File: src/sv/integer_to_decimal_ascii_top_defines.svh
// Assertion macros shared by the integer to decimal ASCII RTL.
`ifndef INTEGER_TO_DECIMAL_ASCII_TOP_DEFINES_SVH
`define INTEGER_TO_DECIMAL_ASCII_TOP_DEFINES_SVH
`ifndef SYNTHESIS
`define I2DA_ASSERT_IMP(lbl, clk, rstn, ante, cons) \
    lbl: assert property (@(posedge clk) disable iff (!(rstn)) (ante) |-> (cons)) \
        else $error("i2da assertion failed");
`define I2DA_ASSERT_NXT(lbl, clk, rstn, ante, cons) \
    lbl: assert property (@(posedge clk) disable iff (!(rstn)) (ante) |=> (cons)) \
        else $error("i2da assertion failed");
`else
`define I2DA_ASSERT_IMP(lbl, clk, rstn, ante, cons)
`define I2DA_ASSERT_NXT(lbl, clk, rstn, ante, cons)
`endif
`endif

File: src/sv/i2da_pkg.sv
// Types and constants of the integer to decimal ASCII converter.
`default_nettype none

package i2da_pkg;

    localparam int NUM_DIGITS = 20;
    localparam int DIGIT_W    = 4;
    localparam int STEP_BITS  = 4;
    localparam int MAG_W      = 64;
    localparam int HALF_W     = 32;
    localparam int IDX_W      = $clog2(NUM_DIGITS);
    localparam int CNT_W      = 4;

    localparam logic [CNT_W-1:0] STEPS_32_M1 = CNT_W'(HALF_W / STEP_BITS - 1);
    localparam logic [CNT_W-1:0] STEPS_64_M1 = CNT_W'(MAG_W / STEP_BITS - 1);

    localparam logic [7:0] CHAR_ZERO  = 8'h30;
    localparam logic [7:0] CHAR_MINUS = 8'h2D;

    typedef enum logic [1:0] {
        OP_S32 = 2'd0,
        OP_U32 = 2'd1,
        OP_S64 = 2'd2,
        OP_U64 = 2'd3
    } op_t;

    typedef logic [DIGIT_W-1:0] digit_t;

    typedef struct packed {
        digit_t [NUM_DIGITS-1:0] digits;
        logic   [NUM_DIGITS-1:0] mask;
        logic                    neg;
    } conv_result_t;

endpackage

`default_nettype wire

File: src/sv/i2da_cell.sv
// One BCD digit cell of the shift-and-add-3 row, four bits per cycle while step is high.
`default_nettype none

module i2da_cell (
    input  wire logic                       aclk,
    input  wire logic                       clear,
    input  wire logic                       step,
    input  wire logic [i2da_pkg::STEP_BITS-1:0] in_bits,
    output logic      [i2da_pkg::STEP_BITS-1:0] out_bits,
    input  wire logic                       above_in,
    output logic                            above_out,
    output i2da_pkg::digit_t                digit
);
    import i2da_pkg::*;

    digit_t digit_reg;
    digit_t digit_next;
    digit_t work;
    digit_t corr;

    // Each sub-step corrects the digit, then shifts in one bit from below
    // and passes its top bit to the cell above.
    always_comb begin
        work     = digit_reg;
        corr     = digit_reg;
        out_bits = '0;
        for (int k = STEP_BITS - 1; k >= 0; k--) begin
            corr        = (work >= 4'd5) ? work + 4'd3 : work;
            out_bits[k] = corr[DIGIT_W-1];
            work        = {corr[DIGIT_W-2:0], in_bits[k]};
        end
        if (clear) begin
            digit_next = '0;
        end else if (step) begin
            digit_next = work;
        end else begin
            digit_next = digit_reg;
        end
    end

    always_ff @(posedge aclk) begin
        digit_reg <= digit_next;
    end

    assign digit     = digit_reg;
    assign above_out = above_in | (digit_reg != '0);

endmodule

`default_nettype wire

File: src/sv/i2da_conv.sv
// Sign split and binary to BCD conversion over a row of digit cells.
`default_nettype none
`include "integer_to_decimal_ascii_top_defines.svh"

module i2da_conv (
    input  wire logic                        aclk,
    input  wire logic                        aresetn,
    input  wire logic                        s_valid,
    output logic                             s_ready,
    input  wire logic [i2da_pkg::MAG_W-1:0]  s_value_bits,
    input  wire logic [1:0]                  s_op,
    output logic                             res_valid,
    input  wire logic                        res_ready,
    output i2da_pkg::conv_result_t           res
);
    import i2da_pkg::*;

    logic             run_reg, run_next;
    logic             hold_reg, hold_next;
    logic [CNT_W-1:0] cnt_reg, cnt_next;
    logic [MAG_W-1:0] mag_reg, mag_next;
    logic             neg_reg, neg_next;

    logic             accept;
    logic             handoff;
    logic             last_step;
    logic             in_neg;
    logic [MAG_W-1:0] in_mag;
    logic [CNT_W-1:0] in_steps;
    logic [HALF_W-1:0] low_w;

    logic [STEP_BITS-1:0] carry [NUM_DIGITS];
    logic [NUM_DIGITS:0]  above_w;
    digit_t [NUM_DIGITS-1:0] digits_w;

    assign accept    = s_valid & s_ready;
    assign handoff   = hold_reg & res_ready;
    assign last_step = run_reg & (cnt_reg == '0);
    assign s_ready   = ~run_reg & (~hold_reg | res_ready);
    assign low_w     = s_value_bits[HALF_W-1:0];

    // The 32-bit formats are placed in the upper half so the row always
    // takes bits from the top of the shift register.
    always_comb begin
        in_neg   = 1'b0;
        in_mag   = s_value_bits;
        in_steps = STEPS_64_M1;
        unique case (op_t'(s_op))
            OP_S32: begin
                in_neg   = low_w[HALF_W-1];
                in_mag   = {(in_neg ? (~low_w + 1'b1) : low_w), {HALF_W{1'b0}}};
                in_steps = STEPS_32_M1;
            end
            OP_U32: begin
                in_mag   = {low_w, {HALF_W{1'b0}}};
                in_steps = STEPS_32_M1;
            end
            OP_S64: begin
                in_neg   = s_value_bits[MAG_W-1];
                in_mag   = in_neg ? (~s_value_bits + 1'b1) : s_value_bits;
            end
            OP_U64: begin
                in_mag   = s_value_bits;
            end
            default: begin
                in_mag   = s_value_bits;
            end
        endcase
    end

    always_comb begin
        run_next  = run_reg;
        hold_next = hold_reg;
        cnt_next  = cnt_reg;
        mag_next  = mag_reg;
        neg_next  = neg_reg;
        if (handoff) begin
            hold_next = 1'b0;
        end
        if (accept) begin
            run_next = 1'b1;
            cnt_next = in_steps;
            mag_next = in_mag;
            neg_next = in_neg;
        end else if (run_reg) begin
            cnt_next = cnt_reg - 1'b1;
            mag_next = mag_reg << STEP_BITS;
            if (last_step) begin
                run_next  = 1'b0;
                hold_next = 1'b1;
            end
        end
    end

    always_ff @(posedge aclk) begin
        if (!aresetn) begin
            run_reg  <= 1'b0;
            hold_reg <= 1'b0;
        end else begin
            run_reg  <= run_next;
            hold_reg <= hold_next;
        end
    end

    always_ff @(posedge aclk) begin
        cnt_reg <= cnt_next;
        mag_reg <= mag_next;
        neg_reg <= neg_next;
    end

    assign above_w[NUM_DIGITS] = 1'b0;

    for (genvar i = 0; i < NUM_DIGITS; i++) begin : g_cell
        logic [STEP_BITS-1:0] cell_in;
        if (i == 0) begin : g_first
            assign cell_in = mag_reg[MAG_W-1 -: STEP_BITS];
        end else begin : g_rest
            assign cell_in = carry[i-1];
        end
        i2da_cell u_cell (
            .aclk      (aclk),
            .clear     (accept),
            .step      (run_reg),
            .in_bits   (cell_in),
            .out_bits  (carry[i]),
            .above_in  (above_w[i+1]),
            .above_out (above_w[i]),
            .digit     (digits_w[i])
        );
    end

    assign res_valid  = hold_reg;
    assign res.digits = digits_w;
    assign res.mask   = above_w[NUM_DIGITS-1:0];
    assign res.neg    = neg_reg;

    // The top digit never overflows: 64 bits fit in twenty decimal digits.
    `I2DA_ASSERT_IMP(a_no_overflow, aclk, aresetn, run_reg, carry[NUM_DIGITS-1] == '0)
    `I2DA_ASSERT_NXT(a_done_holds, aclk, aresetn, last_step, hold_reg && !run_reg)

endmodule

`default_nettype wire

File: src/sv/i2da_emit.sv
// Character emitter: sign, then the significant digits, most significant first.
`default_nettype none
`include "integer_to_decimal_ascii_top_defines.svh"

module i2da_emit (
    input  wire logic                  aclk,
    input  wire logic                  aresetn,
    input  wire logic                  res_valid,
    output logic                       res_ready,
    input  wire i2da_pkg::conv_result_t res,
    output logic                       m_valid,
    input  wire logic                  m_ready,
    output logic [7:0]                 m_out_char,
    output logic                       m_last
);
    import i2da_pkg::*;

    logic                    full_reg, full_next;
    logic                    sign_reg, sign_next;
    logic [IDX_W-1:0]        idx_reg, idx_next;
    digit_t [NUM_DIGITS-1:0] dig_reg, dig_next;

    logic             take;
    logic             load;
    logic             load_single;
    logic [IDX_W-1:0] ndig;
    digit_t           cur_digit;

    assign take      = m_valid & m_ready;
    assign res_ready = ~full_reg | (take & m_last);
    assign load      = res_valid & res_ready;

    // The lowest digit always prints, so zero gives a single character.
    assign ndig = IDX_W'($countones({res.mask[NUM_DIGITS-1:1], 1'b1}));

    // A positive single-digit number is one character long.
    assign load_single = ~res.neg & (ndig == IDX_W'(1));

    always_comb begin
        full_next = full_reg;
        sign_next = sign_reg;
        idx_next  = idx_reg;
        dig_next  = dig_reg;
        if (take) begin
            if (sign_reg) begin
                sign_next = 1'b0;
            end else if (idx_reg == '0) begin
                full_next = 1'b0;
            end else begin
                idx_next = idx_reg - 1'b1;
            end
        end
        if (load) begin
            full_next = 1'b1;
            sign_next = res.neg;
            idx_next  = ndig - 1'b1;
            dig_next  = res.digits;
        end
    end

    always_ff @(posedge aclk) begin
        if (!aresetn) begin
            full_reg <= 1'b0;
        end else begin
            full_reg <= full_next;
        end
    end

    always_ff @(posedge aclk) begin
        sign_reg <= sign_next;
        idx_reg  <= idx_next;
        dig_reg  <= dig_next;
    end

    assign cur_digit  = dig_reg[idx_reg];
    assign m_valid    = full_reg;
    assign m_out_char = sign_reg ? CHAR_MINUS : (CHAR_ZERO + {4'b0000, cur_digit});
    assign m_last     = ~sign_reg & (idx_reg == '0);

    `I2DA_ASSERT_IMP(a_idx_range, aclk, aresetn, full_reg, idx_reg < IDX_W'(NUM_DIGITS))
    `I2DA_ASSERT_NXT(a_load_shows, aclk, aresetn, load, m_valid && (m_last == $past(load_single)))

endmodule

`default_nettype wire

File: src/sv/integer_to_decimal_ascii_top.sv
// Top level of the integer to decimal ASCII converter.
//
// Input channel s_*: one word holds a 64-bit value and a 2-bit format
// (signed 32, unsigned 32, signed 64, unsigned 64); in the 32-bit formats
// the upper half of the value is ignored. Output channel m_*: one word per
// character, '-' for a negative value and then the digits, most significant
// first, with m_last on the final character. Leading zeros are dropped.
// A row of twenty BCD cells takes four magnitude bits per cycle, 32 bits in
// all for the 32-bit formats and 64 for the 64-bit formats.
// The first character appears once the conversion is done and its digits
// have moved into the emitter, which sends one character per cycle while
// m_ready is high, so the next word is converted while the previous text
// goes out. When m_ready is low the current character holds and the
// converter stops taking words once its finished result waits.
// Reset (aresetn low, synchronous) drops any word in flight.
`default_nettype none

module integer_to_decimal_ascii_top (
    input  wire logic                       aclk,
    input  wire logic                       aresetn,
    input  wire logic                       s_valid,
    output logic                            s_ready,
    input  wire logic [i2da_pkg::MAG_W-1:0] s_value_bits,
    input  wire logic [1:0]                 s_op,
    output logic                            m_valid,
    input  wire logic                       m_ready,
    output logic [7:0]                      m_out_char,
    output logic                            m_last
);
    import i2da_pkg::*;

    logic         res_valid;
    logic         res_ready;
    conv_result_t res;

    i2da_conv u_conv (
        .aclk         (aclk),
        .aresetn      (aresetn),
        .s_valid      (s_valid),
        .s_ready      (s_ready),
        .s_value_bits (s_value_bits),
        .s_op         (s_op),
        .res_valid    (res_valid),
        .res_ready    (res_ready),
        .res          (res)
    );

    i2da_emit u_emit (
        .aclk       (aclk),
        .aresetn    (aresetn),
        .res_valid  (res_valid),
        .res_ready  (res_ready),
        .res        (res),
        .m_valid    (m_valid),
        .m_ready    (m_ready),
        .m_out_char (m_out_char),
        .m_last     (m_last)
    );

endmodule

`default_nettype wire

File: config.mk
export PLATFORM = sky130hd
export DESIGN_NAME = integer_to_decimal_ascii_top
export DESIGN_NICKNAME = d
export VERILOG_FILES = /design/src/sv/i2da_pkg.sv /design/src/sv/i2da_cell.sv /design/src/sv/i2da_conv.sv /design/src/sv/i2da_emit.sv /design/src/sv/integer_to_decimal_ascii_top.sv
export VERILOG_INCLUDE_DIRS = /design/src /design/src/sv
export SDC_FILE = /design/constraint.sdc
export NUM_CORES = 1
export LEC_CHECK = 0
export BUFFER_PORTS_ARGS = -buffer_cell sky130_fd_sc_hd__buf_4
export CAP_MARGIN = 10
export CORE_MARGIN = 10
export CORE_UTILIZATION = 40
export CTS_CLUSTER_SIZE = 20
export DETAILED_ROUTE_END_ITERATION = 16
export PLACE_DENSITY = 0.65
export SYNTH_ARGS = -nofsm -noshare
export SYNTH_HDL_FRONTEND = slang
export SYNTH_SLANG_ARGS = --single-unit
File: constraint.sdc
create_clock -name aclk -period 11 [get_ports aclk]
set_input_delay 0.55 -clock aclk [delete_from_list [all_inputs] [get_ports aclk]]
set_output_delay 0.55 -clock aclk [all_outputs]
set_load 0.05 [all_outputs]
==> results.json, run 1 <==
{
  "cts_made_buffers": 27,
  "cts_max_level": 1,
  "max_slew_margin": 0.2358,
  "synth_top_area_cell": "edfxtp_1",
  "yosysWarnings": 0,
  "yosysSeqAreaShare": 0.2889,
  "fin_setup_tns_ns": 0,
  "setup_violations": 0,
  "min_path_type": "in -> reg",
  "max_freq_mhz": 151.2,
  "layout.nets": 2825,
  "min_period_ns": 6.616,
  "pin_count": 81,
  "synth_top_area_frac": 0.2129,
  "fillerInstances": 5229,
  "hold_buffers": 0,
  "track_usage": 0.1723,
  "place_hpwl_um": 42850,
  "viasPerCell": 5.737,
  "critPathArrivalTime_ns": 6.91,
  "syn_to_final_growth_pct": 9.494,
  "clk_latency_ns": 0.57,
  "num_vias": 18790,
  "worstMarginPinSlew_ns": 1.146,
  "cts_tree": "built",
  "routed_wl_um": 57170,
  "start_kind": "flip-flop",
  "pre_cts_slack_ns": 4.424,
  "coreArea_um2": 54030,
  "clock-sinks": 238,
  "hold_viol": 0,
  "grt_setup_unrepaired": "no",
  "drive_gt1_frac": 0.09345,
  "skew_ns": 0.01821,
  "min_period_over_period": 0.6014,
  "synth_area_leaders": "edfxtp_1 (21%), ha_1 (10%), dfxtp_1 (7.6%)",
  "required_ns": 11.29,
  "critPathKind": "reg -> reg",
  "synth_top_flop_cell": "edfxtp_1",
  "antenna_left": 0,
  "clockRootBuffer": "clkbuf_16",
  "antenna_found_initial": 1,
  "die_w_um": 253.8,
  "wl_per_cell_um": 17.46,
  "portBuffers": 77,
  "yosysUniqueCellTypes": 100,
  "place.gp.congestion": 0.8931,
  "crit_fanout": 5,
  "drc_errors": 0,
  "hold_ws_ns": 0.2302,
  "ctsResizeCount": 0,
  "end_kind": "flip-flop",
  "synth_cells": 2548,
  "initial_utilization": 0.4047,
  "synth_edf_count": 155,
  "ys_ff_latch": 238,
  "grt_pass1_vias": 17830,
  "post-cts-setup-buffer-count": 0,
  "avgSynthCellArea_um2": 8.581,
  "syn_area_um2": 21860,
  "clock_path_buffers": 3,
  "clkTransAtPathRegs_ns": 0.07,
  "status": "finished clean",
  "dieHeight_um": 253.8,
  "drv_cap": 0,
  "async_flop_share": 0,
  "design.die.area_um2": 64410,
  "firstDrtPassIters": 7,
  "num_rows": 85,
  "fin_ws_ns": 4.384,
  "antenna_cells": 0,
  "grt.overflow.total": 0,
  "drtIter0Drc": 1368,
  "final_max_slew_viol_count": 0,
  "grt_pass1_wl_um": 92450,
  "grt_start_max_net_pins": 81
}
critical path, stage by stage (launching register included):
cell	delay, ns
dfxtp_1	0.35
inv_1	0.12
ha_1	0.23
nor3b_1	0.31
and4_1	0.35
nand4_2	0.28
nor4_2	0.55
and4_1	0.37
nand4_2	0.21
nor2_1	0.26
nand4_1	0.23
fa_1	0.55
inv_1	0.04
fa_1	0.47
inv_1	0.05
fa_1	0.53
inv_1	0.06
fa_1	0.46
inv_1	0.07
ha_1	0.18
inv_1	0.06
fa_1	0.37
xor2_1	0.15
o21ai_0	0.09
area by class of cell:
type	count	area, um2	area share
multi-input cells	1996	14350	0.5993
flip-flops and latches	238	6317	0.2639
well taps	696	870.8	0.03637
inverters	207	779.5	0.03256
clock buffers	33	718.2	0.03000
repair buffers	88	660.6	0.02759
clock inverters	17	246.5	0.01030
per-stage QoR:
step,cell area [um2],cells,util
global placement,22980,3225,0.4253
floorplan,21870,2549,-
detailed placement,22980,3225,0.4253
CTS,23940,3275,0.4431
global route,23940,3275,0.4431
finish,23940,3275,0.4431
worst paths after layout:
kind	from	end	slack, ns	depth (start not counted)
setup / recovery	u_conv.g_cell[18].u_cell.digit[1]	u_emit.idx_reg[3]	4.38	23
hold / removal	aresetn	u_emit.m_valid	0.23	2
setup reg to reg	u_conv.g_cell[18].u_cell.digit[1]	u_emit.idx_reg[3]	4.38	23
hold reg to reg	u_conv.mag_reg[60]	u_conv.g_cell[0].u_cell.digit[0]	0.46	2
layout by cell type, fill, tap and decap left out, drive strengths merged, types with 12 or more instances in the layout:
master	instances
a211o	50
a211oi	27
a21o	32
a21oi	107
a221oi	16
a2bb2oi	20
a31oi	38
and2	46
and3	15
buf	88
clkbuf	33
dfxtp	83
edfxtp	155
fa	16
ha	181
inv	206
mux2	30
mux2i	69
mux4	24
nand2	306
nand2b	65
nand3	70
nor2	153
nor2b	54
nor3	56
nor3b	24
o2111ai	12
o211ai	12
o21a	19
o21ai	129
o221ai	15
o22ai	38
o311ai	18
o31ai	33
or2	18
or3	29
xnor2	91
xor2	54
per-layer routing:
metal  up-vias  wire length, um  global-route usage
li1       9230                -                   -
met1      9041            26200              0.2286
met2       448            26890              0.2915
met3        67             3070             0.02717
met4         2             1007             0.03386
met5         -               11                   0
logic make-up after synthesis:
kind of cell,share of synthesized area
flip-flops,0.2889
AO/OA/AOI/OAI,0.1999
AND/OR/NAND/NOR,0.2057
buffers and inverters,0.05619
XOR/XNOR,0.05843
other,0.0003435
multiplexers,0.07233
adder cells (fa/ha/maj),0.1182
synthesized netlist by cell type (16+ instances only):
cell	count
xnor2_1	90
nor2_1	153
inv_1	200
a31oi_1	37
xor2_1	54
a21oi_1	107
o21ai_0	106
a2bb2oi_1	20
a21o_1	32
o21ai_1	23
nor2b_1	54
or3_1	28
mux2_2	28
edfxtp_1	155
nor3b_1	23
and2_1	46
mux2i_1	68
dfxtp_1	83
o22ai_1	38
clkbuf_1	78
nand3_1	70
ha_1	181
o21a_1	19
a211o_1	50
nand2_1	305
buf_2	19
mux4_2	24
a211oi_1	25
a221oi_1	16
fa_1	16
nor3_1	56
nand2b_1	65
o31ai_1	31
Power of run 1 is not shown: default switching activity piles up to over one toggle a cycle in this logic, so the estimate is an artifact.
==> run 2, diff against run 1 <==
Clock period 11 ns to 6.5 ns, I/O delays scaled along.
==> run 2 against run 1 <==
Flip-flop and latch count unchanged. Clock skew is 0.0037 ns higher. Maximum frequency up 8.6%. Critical path depth is the same. Non-clock buffer count increased by 5. Count of clock-buffer cells in the layout increased by 3. Cell area down 0.34%. Core utilization down 0.15 points. Largest cell class unchanged. Highest routed layer unchanged.
==> results.json, run 2 (synthesis results as in run 1) <==
{
  "status": "finished clean",
  "drtIter0Drc": 1349,
  "cts_max_level": 1,
  "setup_violations": 0,
  "cpPeakStageDelay_ns": 0.54,
  "firstDrtPassIters": 5,
  "num_rows": 85,
  "cts_tree": "built",
  "pre_cts_slack_ns": 0.1772,
  "drc_errors": 0,
  "syn_to_final_growth_pct": 9.121,
  "multi_input_area_um2": 14360,
  "coreArea_um2": 54030,
  "min_period_ns": 6.089,
  "skew_ns": 0.02187,
  "antenna_cells": 0,
  "grt_setup_unrepaired": "no",
  "worstMarginPinSlew_ns": 1.170,
  "antenna_left": 0,
  "portBuffers": 77,
  "hold_viol": 0,
  "grt_pass1_wl_um": 91170,
  "critical-path-top-delay-family": "adder cells",
  "clk_latency_ns": 0.56,
  "drive_gt1_frac": 0.09256,
  "start_kind": "flip-flop",
  "min_to": "u_conv.neg_reg",
  "pin_count": 81,
  "min_period_over_period": 0.9368,
  "clock-sinks": 238,
  "required_ns": 6.79,
  "grt.overflow.total": 0,
  "reg2reg_slack_ns": 0.41,
  "viasPerCell": 5.718,
  "grt_start_max_net_pins": 97,
  "crit_slowest_cell": "fa_1",
  "fillerInstances": 5257,
  "layout.nets": 2830,
  "worstPathCellList": "inv_1 -> ha_1 -> nor3b_1 -> and4_1 -> nand4_2 -> nor4_4 -> and4_2 -> nand4_2 -> nor2_1 -> nand4_1 -> fa_1 -> inv_1 -> fa_1 -> inv_1 -> fa_1 -> inv_1 -> fa_1 -> inv_1 -> ha_1 -> inv_1 -> fa_1 -> xor2_1 -> o21ai_0",
  "clkTransAtPathRegs_ns": 0.06,
  "layout_commonest_cell": "nand2_1",
  "die_w_um": 253.8,
  "grt_pass1_vias": 17660,
  "track_usage": 0.1702,
  "r2r-end": "u_emit.idx_reg[3]",
  "routed_wl_um": 56630,
  "final_core_util": 0.4416,
  "drv_cap": 0,
  "critPathKind": "reg -> reg",
  "end_kind": "flip-flop",
  "critPathArrivalTime_ns": 6.38,
  "cts_made_buffers": 27,
  "initial_utilization": 0.4047,
  "min_path_type": "in -> reg",
  "layout_common_cells": "nand2_1 (305), inv_1 (198), ha_1 (181), edfxtp_1 (155), nor2_1 (153)",
  "reg2reg_depth": 23,
  "min_from": "s_op[0]",
  "place_hpwl_um": 42440,
  "holdPathStages": 2,
  "cpMostUsedCell": "inv_1",
  "max_freq_mhz": 164.2,
  "final_max_slew_viol_count": 0,
  "max_slew_margin": 0.2190,
  "num_vias": 18740,
  "clock_path_buffers": 3,
  "seq_area_um2": 6317,
  "place.gp.congestion": 0.9084,
  "crit_fanout": 5,
  "design.die.area_um2": 64410,
  "timing.rr.start": "u_conv.g_cell[18].u_cell.digit[0]",
  "fin_setup_tns_ns": 0,
  "fin_ws_ns": 0.4107,
  "dieHeight_um": 253.8,
  "clockRootBuffer": "clkbuf_16",
  "antenna_found_initial": 2,
  "wl_per_cell_um": 17.28,
  "crit_buf_inv": 6
}
[run 2: worst max-delay path by stage]
stage                                           start                 to  slack (ns)  cells after the start
finish              u_conv.g_cell[18].u_cell.digit[0]  u_emit.idx_reg[3]        0.41                     23
global route        u_conv.g_cell[18].u_cell.digit[0]  u_emit.idx_reg[3]      0.0009                     23
CTS                 u_conv.g_cell[18].u_cell.digit[0]  u_emit.idx_reg[3]        0.15                     23
detailed placement  u_conv.g_cell[18].u_cell.digit[0]  u_emit.idx_reg[3]        0.18                     23
global placement    u_conv.g_cell[18].u_cell.digit[0]  u_emit.idx_reg[3]        0.38                     23
floorplan           u_conv.g_cell[18].u_cell.digit[0]  u_emit.idx_reg[3]        0.80                     23
[run 2: area by class of cell]
| cell class | count | share of cell area |
|---|---|---|
| timing repair buffer | 93 | 0.02937 |
| multi-input combinational | 1996 | 0.6018 |
| sequential | 238 | 0.2648 |
| clock buffer | 36 | 0.02973 |
| clock inverter | 12 | 0.005192 |
| inverter | 207 | 0.03267 |
| tap | 696 | 0.03650 |
[run 2: worst reg2reg max path: cells and delay by family, from the launching register on]
family                     cells  cell delay, ns
AOI/OAI and AO/OA              1            0.08
xor gates and xnor gates       1            0.15
adders and majority gates      7            2.76
buffers and inverters          6            0.38
DFF                            1            0.35
and+or+nand+nor                8            2.10
[run 2: repair_timing]
item                       in CTS  in global routing
gates resized for setup         0                  2
hold endpoints to repair        1                  0
hold buffers                    1                  0
setup buffers                   0                  0
setup endpoints to repair       0                  3
[run 2: stage by stage]
stage	instance area (um2)	hold WS [ns]	instances
after detailed placement	23010	0.4435	3229
final	23860	0.1623	3278
after CTS	23850	0.1312	3278
after global placement	23010	0.4409	3229
after global routing	23860	0.1428	3278
after floorplan	21870	0.4029	2549
[run 2: layer usage]
layer,vias to the layer above,global-route usage,share of wire
li1,9243,-,-
met1,8970,0.2269,0.46
met2,472,0.2896,0.47
met3,57,0.02533,0.057
met4,2,0.02890,0.015
met5,-,0,0.00023
Power of run 2 is left out for the same reason.
